==> src/sv/lcpc_pkg.sv <==
// shared types and constants of the lcp local minimum clusterer
package lcpc_pkg;

  localparam int unsigned LCP_BITS     = 16;
  localparam int unsigned INDEX_BITS   = 32;
  localparam int unsigned LEN_BITS     = 16;
  localparam int unsigned CFG_BITS     = 16;
  localparam int unsigned CFG_IDX_BITS = 4;

  localparam int unsigned OQ_DEPTH     = 4;
  localparam int unsigned OQ_PTR_BITS  = $clog2(OQ_DEPTH);
  localparam int unsigned OQ_CNT_BITS  = $clog2(OQ_DEPTH + 1);

  localparam logic [CFG_IDX_BITS-1:0] CFG_MIN_LCP    = CFG_IDX_BITS'(0);
  localparam logic [CFG_IDX_BITS-1:0] CFG_MIN_LENGTH = CFG_IDX_BITS'(1);

  localparam logic [CFG_BITS-1:0] MIN_LCP_RESET    = CFG_BITS'(16);
  localparam logic [CFG_BITS-1:0] MIN_LENGTH_RESET = CFG_BITS'(2);

  typedef struct packed {
    logic [LCP_BITS-1:0] lcp_value;
    logic                stream_end;
  } in_item_t;

  typedef struct packed {
    logic [INDEX_BITS-1:0] cluster_start;
    logic [LEN_BITS-1:0]   cluster_length;
    logic                  run_last;
  } out_item_t;

  typedef struct packed {
    logic [CFG_BITS-1:0] min_lcp;
    logic [CFG_BITS-1:0] min_length;
  } cfg_t;

  typedef struct packed {
    logic [1:0] cnt;
    out_item_t  r0;
    out_item_t  r1;
  } push_t;

endpackage

==> src/sv/lcpc_if.sv <==
// request channel interfaces of the lcp local minimum clusterer
interface lcpc_in_if;
  logic                          valid;
  logic                          ready;
  logic [lcpc_pkg::LCP_BITS-1:0] lcp_value;
  logic                          stream_end;

  modport source (output valid, output lcp_value, output stream_end, input ready);
  modport sink (input valid, input lcp_value, input stream_end, output ready);
endinterface

interface lcpc_out_if;
  logic                            valid;
  logic                            ready;
  logic [lcpc_pkg::INDEX_BITS-1:0] cluster_start;
  logic [lcpc_pkg::LEN_BITS-1:0]   cluster_length;
  logic                            run_last;

  modport source (output valid, output cluster_start, output cluster_length,
                  output run_last, input ready);
  modport sink (input valid, input cluster_start, input cluster_length,
                input run_last, output ready);
endinterface

interface lcpc_cfg_if;
  logic                              valid;
  logic                              ready;
  logic [lcpc_pkg::CFG_IDX_BITS-1:0] index;
  logic [lcpc_pkg::CFG_BITS-1:0]     data;

  modport source (output valid, output index, output data, input ready);
  modport sink (input valid, input index, input data, output ready);
endinterface

==> src/sv/lcpc_core.sv <==
// input register, lcp window state and cluster close and flush logic
module lcpc_core (
  input  logic              clk_i,
  input  logic              rst_ni,
  lcpc_in_if.sink           in_i,
  input  lcpc_pkg::cfg_t    cfg_i,
  input  logic              space_i,
  output lcpc_pkg::push_t   push_o
);

  localparam logic [1:0] FILL_EMPTY = 2'd0;
  localparam logic [1:0] FILL_ONE   = 2'd1;
  localparam logic [1:0] FILL_FULL  = 2'd2;

  logic                              item_vld_q;
  lcpc_pkg::in_item_t                item_q;
  logic [1:0]                        fill_q;
  logic                              open_q;
  logic [lcpc_pkg::LCP_BITS-1:0]     older_q;
  logic [lcpc_pkg::LCP_BITS-1:0]     middle_q;
  logic [lcpc_pkg::INDEX_BITS-1:0]   start_q;
  logic [lcpc_pkg::INDEX_BITS-1:0]   pos_q;

  logic                              fire;
  logic [lcpc_pkg::LCP_BITS-1:0]     v;
  logic                              close;
  logic                              keep;
  logic                              open_d;
  logic [lcpc_pkg::INDEX_BITS-1:0]   pos_d;
  logic [lcpc_pkg::INDEX_BITS-1:0]   start_d;
  logic [lcpc_pkg::LCP_BITS-1:0]     older_d;
  logic [1:0]                        fill_d;
  logic [lcpc_pkg::INDEX_BITS-1:0]   diff1;
  logic [lcpc_pkg::INDEX_BITS-1:0]   diff2;
  logic                              emit1;
  logic                              emit2;
  lcpc_pkg::out_item_t               res1;
  lcpc_pkg::out_item_t               res2;

  assign fire       = item_vld_q && space_i;
  assign in_i.ready = !item_vld_q || fire;

  always_ff @(posedge clk_i or negedge rst_ni) begin
    if (!rst_ni) begin
      item_vld_q <= 1'b0;
    end else if (in_i.ready) begin
      item_vld_q <= in_i.valid;
    end
  end

  always_ff @(posedge clk_i) begin
    if (in_i.valid && in_i.ready) begin
      item_q.lcp_value  <= in_i.lcp_value;
      item_q.stream_end <= in_i.stream_end;
    end
  end

  // window decisions
  always_comb begin
    v     = item_q.lcp_value;
    close = fill_q[1] && open_q &&
            (((older_q > middle_q) && (middle_q <= v)) || (v < cfg_i.min_lcp));
    case (fill_q)
      FILL_EMPTY: begin
        pos_d   = '0;
        older_d = older_q;
        fill_d  = FILL_ONE;
      end
      FILL_ONE: begin
        pos_d   = lcpc_pkg::INDEX_BITS'(1);
        older_d = middle_q;
        fill_d  = FILL_FULL;
      end
      default: begin
        pos_d   = pos_q + lcpc_pkg::INDEX_BITS'(1);
        older_d = middle_q;
        fill_d  = FILL_FULL;
      end
    endcase
    keep    = open_q && !close;
    open_d  = keep || (v >= cfg_i.min_lcp);
    start_d = keep ? start_q : pos_d;
    diff1   = pos_q - start_q + lcpc_pkg::INDEX_BITS'(1);
    diff2   = pos_d - start_d + lcpc_pkg::INDEX_BITS'(1);
    emit1   = close && (diff1[lcpc_pkg::LEN_BITS-1:0] >= cfg_i.min_length);
    emit2   = item_q.stream_end && open_d &&
              (diff2[lcpc_pkg::LEN_BITS-1:0] >= cfg_i.min_length);

    res1.cluster_start  = start_q;
    res1.cluster_length = diff1[lcpc_pkg::LEN_BITS-1:0];
    res1.run_last       = !emit2;
    res2.cluster_start  = start_d;
    res2.cluster_length = diff2[lcpc_pkg::LEN_BITS-1:0];
    res2.run_last       = 1'b1;

    push_o.r0  = emit1 ? res1 : res2;
    push_o.r1  = res2;
    push_o.cnt = 2'd0;
    if (fire) begin
      push_o.cnt = {1'b0, emit1} + {1'b0, emit2};
    end
  end

  always_ff @(posedge clk_i or negedge rst_ni) begin
    if (!rst_ni) begin
      fill_q   <= FILL_EMPTY;
      open_q   <= 1'b0;
      older_q  <= '0;
      middle_q <= '0;
      start_q  <= '0;
      pos_q    <= '0;
    end else if (fire) begin
      if (item_q.stream_end) begin
        fill_q   <= FILL_EMPTY;
        open_q   <= 1'b0;
        older_q  <= '0;
        middle_q <= '0;
        start_q  <= '0;
        pos_q    <= '0;
      end else begin
        fill_q   <= fill_d;
        open_q   <= open_d;
        older_q  <= older_d;
        middle_q <= v;
        start_q  <= start_d;
        pos_q    <= pos_d;
      end
    end
  end

  a_end_clears: assert property (@(posedge clk_i) disable iff (!rst_ni)
    fire && item_q.stream_end |=> (fill_q == FILL_EMPTY) && !open_q)
    else $error("stream end did not clear window state");

  a_push_needs_item: assert property (@(posedge clk_i) disable iff (!rst_ni)
    (push_o.cnt != 2'd0) |-> fire && (push_o.cnt != 2'd3))
    else $error("results pushed without an item in work");

  a_fill_steps: assert property (@(posedge clk_i) disable iff (!rst_ni)
    fire && !item_q.stream_end && (fill_q == FILL_EMPTY) |=>
      (fill_q == FILL_ONE) && (pos_q == '0))
    else $error("first item did not enter the window at position zero");

endmodule

==> src/sv/lcpc_fifo.sv <==
// result queue that takes up to two results per cycle and hands out one while ready
module lcpc_fifo (
  input  logic             clk_i,
  input  logic             rst_ni,
  input  lcpc_pkg::push_t  push_i,
  output logic             space_o,
  lcpc_out_if.source       out_o
);

  lcpc_pkg::out_item_t                 mem_q [lcpc_pkg::OQ_DEPTH];
  logic [lcpc_pkg::OQ_PTR_BITS-1:0]    wr_ptr_q;
  logic [lcpc_pkg::OQ_PTR_BITS-1:0]    rd_ptr_q;
  logic [lcpc_pkg::OQ_CNT_BITS-1:0]    cnt_q;
  logic [lcpc_pkg::OQ_PTR_BITS-1:0]    wr_ptr_nx;
  logic                                pop;
  lcpc_pkg::out_item_t                 head;

  assign space_o   = cnt_q <= lcpc_pkg::OQ_CNT_BITS'(lcpc_pkg::OQ_DEPTH - 2);
  assign pop       = out_o.valid && out_o.ready;
  assign wr_ptr_nx = wr_ptr_q + lcpc_pkg::OQ_PTR_BITS'(1);
  assign head      = mem_q[rd_ptr_q];

  assign out_o.valid          = cnt_q != '0;
  assign out_o.cluster_start  = head.cluster_start;
  assign out_o.cluster_length = head.cluster_length;
  assign out_o.run_last       = head.run_last;

  always_ff @(posedge clk_i) begin
    if (push_i.cnt != 2'd0) begin
      mem_q[wr_ptr_q] <= push_i.r0;
    end
    if (push_i.cnt == 2'd2) begin
      mem_q[wr_ptr_nx] <= push_i.r1;
    end
  end

  always_ff @(posedge clk_i or negedge rst_ni) begin
    if (!rst_ni) begin
      wr_ptr_q <= '0;
      rd_ptr_q <= '0;
      cnt_q    <= '0;
    end else begin
      wr_ptr_q <= wr_ptr_q + lcpc_pkg::OQ_PTR_BITS'(push_i.cnt);
      if (pop) begin
        rd_ptr_q <= rd_ptr_q + lcpc_pkg::OQ_PTR_BITS'(1);
      end
      cnt_q <= cnt_q + lcpc_pkg::OQ_CNT_BITS'(push_i.cnt) - lcpc_pkg::OQ_CNT_BITS'(pop);
    end
  end

  a_no_overflow: assert property (@(posedge clk_i) disable iff (!rst_ni)
    cnt_q <= lcpc_pkg::OQ_CNT_BITS'(lcpc_pkg::OQ_DEPTH))
    else $error("result queue overflow");

  a_push_has_room: assert property (@(posedge clk_i) disable iff (!rst_ni)
    (push_i.cnt != 2'd0) |-> space_o)
    else $error("results pushed into a full queue");

  a_pop_only: assert property (@(posedge clk_i) disable iff (!rst_ni)
    pop && (push_i.cnt == 2'd0) |=> cnt_q == $past(cnt_q) - lcpc_pkg::OQ_CNT_BITS'(1))
    else $error("queue count lost track of a pop");

endmodule

==> src/sv/lcp_local_minimum_clusterer.sv <==
// top level of the lcp local minimum clusterer
//
//   channel  dir  carries                                  request when
//   cfg_i    in   index, data (min_lcp, min_length)        valid & ready
//   in_i     in   lcp_value, stream_end                    valid & ready
//   out_o    out  cluster_start, cluster_length, run_last  valid & ready
//
// one item per cycle enters the input register while it is free or being emptied;
// it is decided there once the queue has room; results land in a four-entry queue
// an item is held while the queue has fewer than two free entries; the output port
// pops one result per cycle while out_o.ready is high; two results leave in turn
// cfg_i is always ready; reset sets min_lcp to 16, min_length to 2, window empty
module lcp_local_minimum_clusterer (
  input  logic       clk_i,
  input  logic       rst_ni,
  lcpc_cfg_if.sink   cfg_i,
  lcpc_in_if.sink    in_i,
  lcpc_out_if.source out_o
);

  logic [lcpc_pkg::CFG_BITS-1:0] min_lcp_q;
  logic [lcpc_pkg::CFG_BITS-1:0] min_length_q;
  lcpc_pkg::cfg_t                cfg;
  lcpc_pkg::push_t               push;
  logic                          space;

  assign cfg_i.ready    = 1'b1;
  assign cfg.min_lcp    = min_lcp_q;
  assign cfg.min_length = min_length_q;

  always_ff @(posedge clk_i or negedge rst_ni) begin
    if (!rst_ni) begin
      min_lcp_q    <= lcpc_pkg::MIN_LCP_RESET;
      min_length_q <= lcpc_pkg::MIN_LENGTH_RESET;
    end else if (cfg_i.valid) begin
      case (cfg_i.index)
        lcpc_pkg::CFG_MIN_LCP:    min_lcp_q    <= cfg_i.data;
        lcpc_pkg::CFG_MIN_LENGTH: min_length_q <= cfg_i.data;
        default: ;
      endcase
    end
  end

  lcpc_core u_core (
    .clk_i   (clk_i),
    .rst_ni  (rst_ni),
    .in_i    (in_i),
    .cfg_i   (cfg),
    .space_i (space),
    .push_o  (push)
  );

  lcpc_fifo u_fifo (
    .clk_i   (clk_i),
    .rst_ni  (rst_ni),
    .push_i  (push),
    .space_o (space),
    .out_o   (out_o)
  );

endmodule

==> src/flat_wrapper.sv <==
// flat-port wrapper written by rule: the top's interface ports become plain ports
module lcp_local_minimum_clusterer_flat 
  (clk_i, rst_ni, cfg_i_valid, cfg_i_index, cfg_i_data, cfg_i_ready, in_i_valid, in_i_lcp_value, in_i_stream_end, in_i_ready, out_o_valid, out_o_cluster_start, out_o_cluster_length, out_o_run_last, out_o_ready);
  lcpc_cfg_if cfg_i_i ();
  lcpc_in_if in_i_i ();
  lcpc_out_if out_o_i ();
  input  logic clk_i;
  input  logic rst_ni;
  input wire logic [$bits(cfg_i_i.valid)-1:0] cfg_i_valid;
  input wire logic [$bits(cfg_i_i.index)-1:0] cfg_i_index;
  input wire logic [$bits(cfg_i_i.data)-1:0] cfg_i_data;
  output wire logic [$bits(cfg_i_i.ready)-1:0] cfg_i_ready;
  input wire logic [$bits(in_i_i.valid)-1:0] in_i_valid;
  input wire logic [$bits(in_i_i.lcp_value)-1:0] in_i_lcp_value;
  input wire logic [$bits(in_i_i.stream_end)-1:0] in_i_stream_end;
  output wire logic [$bits(in_i_i.ready)-1:0] in_i_ready;
  output wire logic [$bits(out_o_i.valid)-1:0] out_o_valid;
  output wire logic [$bits(out_o_i.cluster_start)-1:0] out_o_cluster_start;
  output wire logic [$bits(out_o_i.cluster_length)-1:0] out_o_cluster_length;
  output wire logic [$bits(out_o_i.run_last)-1:0] out_o_run_last;
  input wire logic [$bits(out_o_i.ready)-1:0] out_o_ready;
  assign cfg_i_i.valid = cfg_i_valid;
  assign cfg_i_i.index = cfg_i_index;
  assign cfg_i_i.data = cfg_i_data;
  assign cfg_i_ready = cfg_i_i.ready;
  assign in_i_i.valid = in_i_valid;
  assign in_i_i.lcp_value = in_i_lcp_value;
  assign in_i_i.stream_end = in_i_stream_end;
  assign in_i_ready = in_i_i.ready;
  assign out_o_valid = out_o_i.valid;
  assign out_o_cluster_start = out_o_i.cluster_start;
  assign out_o_cluster_length = out_o_i.cluster_length;
  assign out_o_run_last = out_o_i.run_last;
  assign out_o_i.ready = out_o_ready;
  lcp_local_minimum_clusterer u_core (.clk_i(clk_i), .rst_ni(rst_ni), .cfg_i(cfg_i_i), .in_i(in_i_i), .out_o(out_o_i));
endmodule
==> config.mk <==
export PLATFORM = sky130hd
export DESIGN_NAME = lcp_local_minimum_clusterer_flat
export DESIGN_NICKNAME = d
export VERILOG_FILES = /design/src/sv/lcpc_pkg.sv /design/src/sv/lcpc_if.sv /design/src/sv/lcpc_core.sv /design/src/sv/lcpc_fifo.sv /design/src/sv/lcp_local_minimum_clusterer.sv /design/src/flat_wrapper.sv
export SDC_FILE = /design/constraint.sdc
export NUM_CORES = 1
export LEC_CHECK = 0
export ABC_AREA = 1
export BUFFER_PORTS_ARGS = -buffer_cell sky130_fd_sc_hd__buf_2
export CAP_MARGIN = 25
export CORE_MARGIN = 2
export CORE_UTILIZATION = 30
export DETAILED_ROUTE_END_ITERATION = 7
export PLACE_DENSITY = 0.5
export SLEW_MARGIN = 0
export SYNTH_ARGS = -nofsm -noshare
export SYNTH_HDL_FRONTEND = slang
export SYNTH_SLANG_ARGS = --single-unit
==> constraint.sdc <==
create_clock -name clk_i -period 9 [get_ports clk_i]
set_input_delay 0.9 -clock clk_i [delete_from_list [all_inputs] [get_ports clk_i]]
set_output_delay 0.9 -clock clk_i [all_outputs]
set_load 0.02 [all_outputs]
### Word-level counts from Yosys, hierarchy flattened

Memories as Yosys holds them, arrays and structs flattened.
Cells that the tools add are included.

* register bits: 156
* memory bits (writable): 196
* logic and storage cells: 76
* memories: 1

Memories
* u_core.u_fifo.mem_q: words 4, bits a word 49, read ports 1, clocked after memory_dff 0, write ports 2, RTL line lcpc_fifo.sv:10 `lcpc_pkg::out_item_t mem_q [lcpc_pkg::OQ_DEPTH];`

* $add $sub $neg: 11
* magnitude comparators: 7
* eq/ne operators: 4
* mux-type cells: 16
* reductions and logical operators: 23

Operators by type and width (number)
* 32-bit two-way mux: 3
* 32-bit case mux with 2 select lines: 1
* 49-bit two-way mux: 1
* 16-bit >= comparator: 3
* 16-bit two-way mux: 3
* 16-bit by 1-bit adder with 16-bit output (second input constant): 2
* 32-bit by 1-bit adder with 32-bit output (second input constant): 1
* 16-bit subtractor: 2
* 16-bit > comparator: 1
* 16-bit <= comparator: 1
* 16-bit < comparator: 1
* 1-bit logical AND: 10
* 2-bit two-way mux: 3
* 2-bit AND reduction: 3
* 1-bit two-way mux: 5
* 2-bit by 1-bit adder with 2-bit output (second input constant): 2
* 4-bit by 1-bit equality test with 1-bit output (second input constant): 1
* 4-bit logical NOT: 1
* 3-bit by 2-bit adder with 3-bit output: 1
* 3-bit by 2-bit <= comparator with 1-bit output (second input constant): 1
* 1-bit logical NOT: 3
* 1-bit logical OR: 3
* 3-bit nonzero test: 1
* 3-bit by 1-bit subtractor with 3-bit output: 1
* 7 further kinds: 7

### Logic depth before layout (Yosys ltp)

* depth after elaboration: 16
* mapped depth: 54
* gate-level depth less buffers: 52

### Modules after synthesis

Synthesis repeated with hierarchy kept, for this count alone.

* cell total of the unflattened synthesis: 2791
* area total of the unflattened synthesis: 22048.6 µm²

By module, submodules not included
* lcpc_fifo: times used 1, cells each 1335, area each 10852.9 µm², sequential area each 6060.8 µm²
* lcpc_core: times used 1, cells each 1309, area each 9803.2 µm², sequential area each 3012.9 µm²
* lcp_local_minimum_clusterer: times used 1, cells each 147, area each 1392.6 µm², sequential area each 803.3 µm²

### Worst setup path before layout

No wires, ideal clock.

* kind: register to register
* from: reg u_core.u_core.item_q (netlist bit u_core.u_core.v[15])
* to: mem u_core.u_fifo.mem_q[0][10] (netlist name) (enable)
* setup time: 0.407 ns
* arrival time: 7.132 ns
* setup slack: 1.460 ns
* cell stages (with the launch flop): 46
* buffers on the path: 3
* period minus slack after synthesis: 7.540 ns
* cells stage by stage: edfxtp_1 inv_1 ha_1 nand2_1 nor4_2 nand3_1 nand2_1 nand2_1 nand2_1 nand2_1 nand2_1 buf_6 buf_4 o21a_1 inv_1 ha_1 inv_1 ha_1 (+10 left out) inv_1 ha_1 nand2_1 nor2_1 a211oi_1 nand2_1 a21oi_1 nor3_1 ha_1 inv_1 nor2_1 nor2_1 nor3_4 inv_2 nor2_2 nand2_1 buf_4 nand2_1

RTL lines
* start: declaration: RTL line lcpc_core.sv:16 `lcpc_pkg::in_item_t item_q;`
* end: declaration: RTL line lcpc_fifo.sv:10

==> metrics.md <==
| Metric | Value |
|---|---|
| Routed via count divided by cell count | `5.24` |
| Antenna-violating nets left | `0` |
| Run status | `complete, no violations` |
| Portion of the post-synthesis area used by sequential elements | `48.9%` |
| Hold buffers post-CTS | `0` |
| Clock skew after layout | `0.0305 ns` |
| Total Wirelength | `64.5 mm` |
| Arrival @ worst endpoint | `8.56 ns` |
| DR DRC count | `0` |
| IO Port Bufs | `92` |
| Combinational power share | `49.5%` |
| Overall die width | `263 µm` |
| Final #Nets | `2514` |
| Net count of the mapped netlist | `2451` |
| Worst path slowest cell | `sky130_fd_sc_hd__buf_4` |
| Wire length of the first global-routing pass | `100 mm` |
| Mapped Cells | `2262` |
| Setup total negative slack | `0 ns` |
| Startpoint types | `flop` |
| Critical path required time | `9.31 ns` |
| Final core utilization | `35.0%` |
| Post-Syn Area per Cell | `8.89 µm²` |
| Final worst-path setup slack | `0.745 ns` |
| N_diodes | `0` |
| Peak supply drop | `0.131 mV` |
| CTS sink count | `352` |
| Net switching fraction of the power | `46.1%` |
| Max-Slew Margin vs Limit | `33.3%` |
| Flops & latches, synth | `352` |
| H-tree depth reported by CTS | `2` |
| Chip height | `263 µm` |
| Count of placed standard cells including taps | `3137` |
| Combined area of all synthesized cells | `0.0201 mm²` |
| Effective utilization at floorplan | `30.4%` |
| Multi-input gate area in the final layout | `0.00871 mm²` |
| Count of endpoints failing setup in the final report | `0` |
| Setup crit end kind | `flop` |
| Clock latency of the later-clocked register in the worst-skew pair | `0.59 ns` |
| Peak clock frequency supported by timing | `121 MHz` |
| Dpl ws | `0.661 ns` |
| Worst Path Class, Setup | `flop to flop` |
| Hold Crit Class | `primary input to asynchronous set/reset pin` |
| Clock tree root driver cell | `sky130_fd_sc_hd__clkbuf_16` |
| Critical path peak fanout | `36` |
| RSZ-0062 raised after global routing | `no` |
| Synthesis-to-layout area growth | `14.9%` |
| Std cell rows | `94` |
| Cell type with the highest occurrence count on the critical path | `sky130_fd_sc_hd__nand2_1` |
| Fraction of final layout cells with drive strength greater than 1 | `11.0%` |
| Core box area | `0.0661 mm²` |
| Register area | `0.00984 mm²` |
| Gp weighted congestion | `0.893` |
| Number of distinct library cell variants in the gate-level netlist after synthesis | `46` |
| Final global-route overflow total | `0` |
| Num CTS Buffers | `44` |
| Clock period minus worst slack | `8.25 ns` |
| Final clock period utilization by the worst path | `91.7%` |
| Number of violations of the max-capacitance limit | `0` |
| Crit-path max cell delay | `0.49 ns` |
| Post-DR wirelength/cell | `20.0 µm` |
| Vias in the first global route | `16600` |
| Pin count of the biggest net entering global routing | `99` |
| Detailed Route Iter0 Violations | `1334` |
| Full die area | `0.0691 mm²` |
| Count of filler cells inserted in the layout | `6853` |
| Final number of hold-violating endpoints | `0` |
| Beginning of the worst register-to-register path | `u_core.u_core.v[15]$_DFFE_PP_` |
| Portion of total power attributed to the clock network | `23.3%` |
| Sequential Power Share | `27.3%` |
| Clock slew at the register clock pins of the worst setup and hold paths | `0.06 ns` |
| Least-Margin Pin Slew | `0.998 ns` |
| Count of TritonRoute iterations in the first routing pass | `5` |
| Longest Clk Path Bufs | `3` |
| Post-Layout Cell Count | `3225` |
| Sw power | `3720 µW` |
| Placed wire-length estimate after detailed placement | `43.8 mm` |
| Total track usage | `18.5%` |
| Internal Power | `4340 µW` |
| Number of antenna violations at the first check in global routing | `0` |
| Vias after detailed routing | `16900` |
| Static power due to leakage | `0.00986 µW` |
| Total power density per cell area | `349 mW/mm²` |
| Launching element of the worst setup path | `u_core.u_core.v[15]$_DFFE_PP_` |
| Top Ports | `94` |
| Pins Over Slew Limit | `0` |
| Ys Warns | `0` |
| TritonCTS clock tree | `built` |
Yosys cell counts, drive strengths merged:
cell type / count / area (µm²)
o221ai: 1 / 8.76
nand3b: 1 / 7.51
nor3: 24 / 143
a31oi: 6 / 37.5
o31ai: 3 / 22.5
inv: 293 / 1100
nand3: 105 / 526
a21o: 3 / 22.5
a21boi: 2 / 15.0
dfstp: 2 / 52.6
dfxtp: 4 / 80.1
nor4: 7 / 50.1
xor2: 20 / 175
clkinv: 2 / 7.51
o21bai: 3 / 22.5
clkbuf: 90 / 338
buf: 22 / 138
nor2: 181 / 687
dfrtp: 137 / 3430
fa: 3 / 60.1
xnor2: 6 / 52.6
conb: 1 / 3.75
o22ai: 273 / 1710
or2: 6 / 37.5
nand4: 13 / 81.3
ha: 144 / 1800
nand2: 335 / 1270
edfxtp: 209 / 6280
o21ai: 282 / 1500
a41oi: 2 / 32.5
a22o: 1 / 8.76
o21a: 4 / 30.0
a21oi: 73 / 365
a211oi: 2 / 15.0
a311oi: 1 / 8.76
o211ai: 1 / 7.51
metal layers:
layer,GRT usage [%],vias up,share of wire (%)
met4,5.19,0,2.3
met3,3.34,93,6.6
met1,26.0,8162,46
met5,0,-,0
met2,29.2,540,45
li1,-,8095,-
sequential cells by signal, summed over array words and instances, names as in the netlist:
register / flops
u_core.u_fifo.mem_q: 196
u_core.u_core.pos_q: 32
u_core.u_core.start_q: 32
u_core.min_lcp_q: 16
u_core.min_length_q: 16
u_core.u_core.middle_q: 16
u_core.u_core.older_q: 16
u_core.u_core.v: 16
u_core.u_fifo.cnt_q: 3
u_core.u_core.fill_q: 2
u_core.u_fifo.rd_ptr_q: 2
u_core.u_fifo.wr_ptr_q: 2
u_core.u_core.item_q: 1
u_core.u_core.item_vld_q: 1
u_core.u_core.open_q: 1
cells by family after synthesis:
family	Yosys count	synth area share (%)
AO/OA/AOI/OAI	657	18.9
XOR/XNOR	26	1.13
adder cells (fa/ha/maj)	147	9.26
buffers and inverters	407	7.87
flip-flops	352	48.9
other	1	0.0186
AND/OR/NAND/NOR	672	13.9
cell usage in the layout (no fill, tap or decap), types with 5 or more instances in the layout:
| master | Yosys | layout |
|---|---|---|
| sky130_fd_sc_hd__nand3_1 | 105 | 104 |
| sky130_fd_sc_hd__bufinv_16 | 0 | 6 |
| sky130_fd_sc_hd__nand4_1 | 13 | 13 |
| sky130_fd_sc_hd__o21ai_1 | 53 | 53 |
| sky130_fd_sc_hd__nor3_1 | 22 | 22 |
| sky130_fd_sc_hd__inv_2 | 6 | 7 |
| sky130_fd_sc_hd__a21oi_1 | 73 | 73 |
| sky130_fd_sc_hd__clkbuf_1 | 90 | 7 |
| sky130_fd_sc_hd__clkbuf_16 | 0 | 45 |
| sky130_fd_sc_hd__ha_1 | 144 | 144 |
| sky130_fd_sc_hd__clkinv_1 | 2 | 6 |
| sky130_fd_sc_hd__o21ai_0 | 206 | 206 |
| sky130_fd_sc_hd__dfrtp_1 | 137 | 136 |
| sky130_fd_sc_hd__nor4_1 | 6 | 6 |
| sky130_fd_sc_hd__or2_2 | 6 | 6 |
| sky130_fd_sc_hd__edfxtp_1 | 209 | 209 |
| sky130_fd_sc_hd__buf_2 | 11 | 91 |
| sky130_fd_sc_hd__clkinv_2 | 0 | 10 |
| sky130_fd_sc_hd__a31oi_1 | 6 | 6 |
| sky130_fd_sc_hd__o21ai_2 | 23 | 23 |
| sky130_fd_sc_hd__nor2_1 | 178 | 178 |
| sky130_fd_sc_hd__clkbuf_8 | 0 | 5 |
| sky130_fd_sc_hd__inv_1 | 287 | 284 |
| sky130_fd_sc_hd__nand2_1 | 331 | 325 |
| sky130_fd_sc_hd__o22ai_1 | 273 | 273 |
| sky130_fd_sc_hd__nand2_2 | 4 | 10 |
| sky130_fd_sc_hd__xnor2_1 | 6 | 6 |
| sky130_fd_sc_hd__xor2_1 | 20 | 20 |
| sky130_fd_sc_hd__buf_4 | 3 | 31 |
power groups by stage:
stage                     Clock [µW]  Sequential (µW)  Combinational, µW
after detailed placement           0             2230               3950
after CTS                       1910             2200               3970
after global routing            1980             2230               4470
after floorplan                    0             2150               2710
after global placement             0             2220               3880
final                           1880             2200               3990
critical path, delay by kind of cell, from the launching register on:
kind / cells / cell delay, ns
buf+inv: 10 / 1.61
flops: 1 / 0.39
compound gates: 9 / 1.95
simple gates: 19 / 2.46
fa+ha+maj: 5 / 1.57
final timing paths:
| path | to | slack, ns | cells past startpoint |
|---|---|---|---|
| setup / recovery | u_core.u_fifo.mem_q[1][38]$_DFFE_PP_ | 0.75 | 43 |
| hold / removal | u_core.min_lcp_q[0]$_DFFE_PN0P_ | 0.41 | 1 |
| setup reg to reg | u_core.u_fifo.mem_q[1][38]$_DFFE_PP_ | 0.75 | 43 |
| hold reg to reg | u_core.min_length_q[14]$_DFFE_PN0P_ | 0.49 | 2 |
| max in group asynchronous | u_core.u_fifo.rd_ptr_q[0]$_DFFE_PN0P_ | 7.19 | 2 |
| min in group clk_i | u_core.min_length_q[14]$_DFFE_PN0P_ | 0.49 | 2 |
timing repair:
item	CTS	global route
endpoints found under the hold margin	0	0
resized for setup	0	3
setup buffers	0	4
endpoints found under the setup margin	0	68
final cells by class:
| class | instances | area share (%) |
|---|---|---|
| inverter | 295 | 4.83 |
| sequential | 352 | 42.6 |
| multi-input combinational | 1503 | 37.7 |
| clock inverter | 25 | 1.33 |
| timing repair buffer | 129 | 3.57 |
| tap | 864 | 4.68 |
| clock buffer | 57 | 5.29 |
through the flow:
step | hold WS, ns | area [µm²] | total power (µW)
after floorplan | 0.441 | 20100 | 4850
after global placement | 0.469 | 21500 | 6100
final | 0.413 | 23100 | 8060
after detailed placement | 0.468 | 21500 | 6180
after global routing | 0.463 | 23100 | 8680
after CTS | 0.409 | 23000 | 8080
No activity file was read; power rests on OpenSTA's default activity.
